==> config.mk <==
export PLATFORM = sky130hd
export DESIGN_NAME = pfla_ctrl
export DESIGN_NICKNAME = d
export VERILOG_FILES = /design/src/rtl/pool_free_list_allocator_core_assert.svh /design/src/rtl/pfla_pkg.sv /design/src/rtl/pfla_ctrl.sv
export SDC_FILE = /design/constraint.sdc
export NUM_CORES = 1
export LEC_CHECK = 0
export BUFFER_PORTS_ARGS = -buffer_cell sky130_fd_sc_hd__buf_2
export CAP_MARGIN = 20
export CORE_AREA = 2 2 39 41
export DETAILED_ROUTE_END_ITERATION = 7
export DIE_AREA = 0 0 41 43
export PLACE_DENSITY = 0.38
export SLEW_MARGIN = 10
export SYNTH_ARGS = -nofsm -noshare
export SYNTH_HDL_FRONTEND = slang
export SYNTH_SLANG_ARGS = --single-unit
==> constraint.sdc <==
create_clock -name clk -period 0.9 [get_ports clk]
set_input_delay 0.135 -clock clk [delete_from_list [all_inputs] [get_ports clk]]
set_output_delay 0.135 -clock clk [all_outputs]
set_load 0.02 [all_outputs]
==> src/rtl/pool_free_list_allocator_core_assert.svh <==
// ----------------------------------------------------------------------------
// Assertion macros for the pool free-list allocator
// Concurrent checks on clk, disabled while rst_n is low; empty in synthesis.
// ----------------------------------------------------------------------------
`ifndef POOL_FREE_LIST_ALLOCATOR_CORE_ASSERT_SVH
`define POOL_FREE_LIST_ALLOCATOR_CORE_ASSERT_SVH

`ifndef SYNTHESIS
// same-cycle implication
`define PFLA_ASSERT_IMPL(label, ante, cons) \
    label: assert property (@(posedge clk) disable iff (!rst_n) (ante) |-> (cons)) \
        else $error("pool allocator check failed");
// next-cycle implication
`define PFLA_ASSERT_NEXT(label, ante, cons) \
    label: assert property (@(posedge clk) disable iff (!rst_n) (ante) |=> (cons)) \
        else $error("pool allocator check failed");
`else
`define PFLA_ASSERT_IMPL(label, ante, cons)
`define PFLA_ASSERT_NEXT(label, ante, cons)
`endif

`endif

==> src/rtl/pfla_pkg.sv <==
// ----------------------------------------------------------------------------
// pfla_pkg
// Widths, codes and shared types of the pool free-list allocator.
// ----------------------------------------------------------------------------
`default_nettype none

package pfla_pkg;

    localparam int MAX_CHUNKS = 1024;

    // free-list storage
    localparam int IDX_W    = $clog2(MAX_CHUNKS);
    localparam int LINK_W   = IDX_W + 1;
    localparam logic [LINK_W-1:0] LIST_END = LINK_W'(MAX_CHUNKS);

    // request / response fields
    localparam int KIND_W   = 2;
    localparam int INDEX_W  = 10;
    localparam int STATUS_W = 2;
    localparam int OFFSET_W = 22;

    // configuration registers
    localparam int COUNT_W    = 11;
    localparam int BYTES_W    = 13;
    localparam int CFG_IDX_W  = 1;
    localparam int CFG_DATA_W = 13;
    localparam logic [COUNT_W-1:0] COUNT_RESET = COUNT_W'(1024);
    localparam logic [BYTES_W-1:0] BYTES_RESET = BYTES_W'(64);
    localparam logic [CFG_IDX_W-1:0] REG_POOL_CHUNKS = 1'd0;
    localparam logic [CFG_IDX_W-1:0] REG_CHUNK_BYTES = 1'd1;

    // derived datapath widths
    localparam int CMP_W   = (COUNT_W > LINK_W) ? COUNT_W : LINK_W;
    localparam int PROD_W  = IDX_W + BYTES_W;
    localparam int IDXX_W  = IDX_W + INDEX_W;
    localparam int OFFX_W  = PROD_W + OFFSET_W;

    // request kinds
    localparam logic [KIND_W-1:0] KIND_ALLOC    = 2'd0;
    localparam logic [KIND_W-1:0] KIND_FREE     = 2'd1;
    localparam logic [KIND_W-1:0] KIND_FREE_ALL = 2'd2;

    // response status
    localparam logic [STATUS_W-1:0] STS_OK     = 2'd0;
    localparam logic [STATUS_W-1:0] STS_EMPTY  = 2'd1;
    localparam logic [STATUS_W-1:0] STS_BOUNDS = 2'd2;
    localparam logic [STATUS_W-1:0] STS_NULL   = 2'd3;

    typedef enum logic [1:0] {
        STATE_IDLE,
        STATE_READ,
        STATE_SWEEP,
        STATE_RESP
    } pfla_state_t;

    // controller -> datapath
    typedef struct packed {
        logic take;        // request accepted this cycle
        logic pop;         // link read is back, move head
        logic sweep_step;  // write one link of the free-all sweep
        logic out_load;    // move staged response into output register
    } pfla_cmd_t;

    // datapath -> controller
    typedef struct packed {
        logic [KIND_W-1:0] kind;
        logic              head_empty;
        logic              count_zero;
        logic              sweep_last;
    } pfla_sts_t;

endpackage

`default_nettype wire

==> src/rtl/pfla_ctrl.sv <==
// ----------------------------------------------------------------------------
// pfla_ctrl
// Sequencer: accepts one request, steps the datapath, owns output valid.
// ----------------------------------------------------------------------------
`default_nettype none

module pfla_ctrl import pfla_pkg::*; (
    input  logic      clk,
    input  logic      rst_n,
    input  logic      req_valid,
    output logic      req_ready,
    output logic      rsp_valid,
    input  logic      rsp_ready,
    input  pfla_sts_t sts,
    output pfla_cmd_t cmd
);

    pfla_state_t state_reg, state_next;
    logic        out_valid_reg, out_valid_next;
    logic        slot_free;

    always_ff @(posedge clk or negedge rst_n)
    begin
        if (!rst_n)
        begin
            state_reg     <= STATE_IDLE;
            out_valid_reg <= 1'b0;
        end
        else
        begin
            state_reg     <= state_next;
            out_valid_reg <= out_valid_next;
        end
    end

    // output register can take a new response if empty or being drained
    assign slot_free = !out_valid_reg || rsp_ready;

    always_comb
    begin
        state_next     = state_reg;
        cmd            = '0;
        req_ready      = 1'b0;
        unique case (state_reg)
            STATE_IDLE:
            begin
                req_ready = 1'b1;
                if (req_valid)
                begin
                    cmd.take = 1'b1;
                    if ((sts.kind == KIND_ALLOC) && !sts.head_empty)
                    begin
                        state_next = STATE_READ;
                    end
                    else if ((sts.kind == KIND_FREE_ALL) && !sts.count_zero)
                    begin
                        state_next = STATE_SWEEP;
                    end
                    else
                    begin
                        state_next = STATE_RESP;
                    end
                end
            end
            STATE_READ:
            begin
                cmd.pop = 1'b1;
                if (slot_free)
                begin
                    cmd.out_load = 1'b1;
                    state_next   = STATE_IDLE;
                end
                else
                begin
                    state_next = STATE_RESP;
                end
            end
            STATE_SWEEP:
            begin
                cmd.sweep_step = 1'b1;
                if (sts.sweep_last)
                begin
                    state_next = STATE_RESP;
                end
            end
            STATE_RESP:
            begin
                if (slot_free)
                begin
                    cmd.out_load = 1'b1;
                    state_next   = STATE_IDLE;
                end
            end
            default: state_next = STATE_IDLE;
        endcase

        out_valid_next = out_valid_reg;
        if (cmd.out_load)
        begin
            out_valid_next = 1'b1;
        end
        else if (rsp_ready)
        begin
            out_valid_next = 1'b0;
        end
    end

    assign rsp_valid = out_valid_reg;

endmodule

`default_nettype wire

### Word level (Yosys, flattened, before mapping)

Cells that the tools add are included.

* bits in registers: 3
* output and inout port bits: 6
* word-level logic and storage cells: 36

* equality and inequality tests: 7
* multiplexer cells: 16
* reduce and logical (&&, ||, !) cells: 11

Operators by type and width (count)
* two-way mux 1 bit: 10
* two-way mux 2 bit: 5
* case mux 2 bit (4 select lines): 1
* equality test 2 bit (second input constant): 3
* inequality test 2 bit (second input constant): 3
* logical NOT 2 bit: 2
* logical NOT 1 bit: 3
* AND reduction 3 bit: 1
* equality test 2 x 1 -> 1 bit (second input constant): 1
* logical AND 1 bit: 2
* nonzero test 2 bit: 1
* OR reduction 2 bit: 1
* logical OR 1 bit: 1

### Longest topological paths before layout

* word-level depth: 6
* depth in mapped cells: 3

### Least setup slack after synthesis

OpenSTA, ideal clock, no wires.

* path type: reg-to-output
* start point: reg state_reg[1]
* end point: out cmd[3] (netlist name)
* arrival time: 946 ps
* slack: -181 ps
* cell stages (with the launch flop): 3
* path buffers: 0
* path through: dfrtp_1 > nor2_2 > and2_1

RTL lines
* from (decl): RTL line pfla_ctrl.sv:18 `pfla_state_t state_reg, state_next;`
* from (signal assigned): RTL line pfla_ctrl.sv:31 `state_reg <= state_next;`
* to (decl): RTL line pfla_ctrl.sv:15 `output pfla_cmd_t cmd`

==> flow_summary.json <==
{
  "grt_pass1_wl_um": 696,
  "min_path_type": "primary input to register",
  "pre_cts_ws_ps": -120,
  "dieArea_sq_um": 1760,
  "hold_viol_final": 0,
  "drt-initial-drc-count": 2,
  "antenna_cells": 0,
  "holdWs_ps": 171,
  "fin_area_sq_um": 352,
  "grt_max_degree": 7,
  "grt_pass1_vias": 162,
  "end_kind": "primary output",
  "critPathRequiredTime_ps": 760,
  "synth_area_sq_um": 173,
  "power_density_nw_per_um2": 3660,
  "yosysMostFrequentCell": "dfrtp_1",
  "grt_antenna_before_repair": 0,
  "ys.warnings.count": 0,
  "drc": 0,
  "p_total_mw": 1.29,
  "num_rows": 14,
  "grt_usage_pct": 6.43,
  "multiInputGateArea_sq_um": 93.8,
  "clockBufferDepth": 2,
  "maxSlewHeadroom_pct": 83.4,
  "cts_tree": "built",
  "yosysTopAreaCell": "dfrtp_1",
  "irDropWorstVdd_uv": 1410,
  "post_dp_cell_area_sq_um": 264,
  "gp_congestion": 0.635,
  "synth_edf_count": 0,
  "timing.fmax_mhz": 860,
  "clk_pin_slew_ps": 30,
  "min_period_over_period_pct": 129,
  "fin_ws_ps": -262,
  "final-max-slew-violation-count": 0,
  "vias": 197,
  "io_pins": 15,
  "synth_area_per_cell_sq_um": 10.2,
  "status": "finished with violations",
  "crit_arrival_ps": 1030,
  "die_x_um": 41,
  "clock_sinks": 3,
  "synthTopCellsByCount": "3 x dfrtp_1, 2 x a21oi_1, 2 x nor2b_1",
  "fin_crit_ps": 1160,
  "synth_top_area_share_pct": 43.5,
  "grt_overflow": 0,
  "regArea_sq_um": 78.8,
  "syn_inst": 17,
  "wl_um": 493,
  "h-tree-depth": 1,
  "ys_seq_area_share_pct": 43.5,
  "root_buffer": "clkbuf_4",
  "critPathKind": "register to primary output",
  "area_growth_pct": 104,
  "cp_max_fo": 4,
  "skew_ps": 3.14,
  "core-area_sq_um": 1380,
  "max_slew.worst_pin.slew_ps": 245,
  "die_y_um": 43,
  "fin_nets": 47,
  "wl_per_cell_um": 9.30,
  "power.leakage_nw": 0.169,
  "yosys-top-cells-area": "dfrtp_1 43%, nand2b_4 8.0%, nor2b_1 7.2%",
  "clk_latency_ps": 230,
  "numPortBuffers": 14,
  "cap_violations": 0,
  "synthFlopType": "dfrtp_1",
  "fillers": 149,
  "violations": "negative setup slack",
  "drive_above_1_share_pct": 70.3,
  "ys_types": 13,
  "syn_nets": 26,
  "start_util_pct": 12.5,
  "via_per_inst": 3.72,
  "rsz0062_at_grt": "yes",
  "drtPass1Iterations": 3,
  "largest_register_ff_count": 2,
  "final_antenna_net_count": 0,
  "setup-tns-final_ps": -1190,
  "numCtsBuffers": 3,
  "synthArstFlopShare_pct": 100,
  "critPathLaunchType": "register",
  "finalSetupViolations": 8,
  "ys_seq_elements": 3
}
==> final cells by class <==
class | count | area share [%]
sequential | 3 | 22.4
timing repair buffer | 17 | 36.7
clock buffer | 4 | 7.47
inverter | 1 | 1.07
tap | 16 | 5.69
multi-input combinational | 12 | 26.7
==> logic make-up (layout without fill, tap and decap cells) <==
kind of cell / after synthesis / after routing / synth area share (%)
AOI/OAI and AO/OA: 5 / 5 / 18.1
DFF: 3 / 3 / 43.5
and+or+nand+nor: 7 / 7 / 31.9
buffers and inverters: 2 / 22 / 6.52
==> critical path, cell delays in order (launching register included) <==
cell and delay, ps:
dfrtp_2 430, nor2_4 120, and2_4 140, buf_6 110
==> where the power goes <==
group / total, mW / switching (mW) / internal [mW]
Sequential: 0.325 / 0.106 / 0.218
Combinational: 0.731 / 0.328 / 0.403
Clock: 0.233 / 0.0666 / 0.166
Total: 1.29 / 0.501 / 0.787
==> final timing paths <==
| check | startpoint | endpoint | slack, ps | cells past startpoint |
|---|---|---|---|---|
| min in group asynchronous | rst_n | rsp_valid | 230 | 2 |
| max in group asynchronous | rst_n | state_reg[0] | 550 | 2 |
| hold reg to reg | state_reg[0] | rsp_valid | 560 | 1 |
| setup reg to reg | rsp_valid | state_reg[0] | -20 | 4 |
| setup / recovery | state_reg[1] | cmd[3] | -260 | 3 |
| hold / removal | sts[1] | state_reg[0] | 170 | 3 |
==> per-stage QoR <==
step / utilization, % / cells
after floorplan: - / 17
after global placement: 19.1 / 46
after detailed placement: 19.1 / 46
after CTS: 24.3 / 52
after global routing: 25.4 / 53
final: 25.4 / 53
==> layer usage <==
layer  vias to the layer above  share of wire [%]  GRT usage [%]
met3                         0                 17           6.28
met5                         -                  0              0
met1                        82                 50           9.03
met2                        17                 33           6.56
met4                         0                  0           2.00
li1                         98                  -              -
==> cell usage in the layout, fill, tap and decap left out, types with 2 or more instances in the layout <==
cell type,synthesis,final
buf_6,0,5
buf_2,0,8
dfrtp_2,0,3
a21oi_1,2,2
clkbuf_4,0,3
buf_4,1,3
nor2b_1,2,2
and2_4,1,2
==> what timing repair did <==
item | CTS | global route
hold buffers | 1 | 0
setup buffers | 1 | 1
hold endpoints to repair | 3 | 0
resized for setup | 10 | 3
endpoints found under the setup margin | 6 | 8
pin swaps | 2 | 0
(Power assumes the default switching activity.)
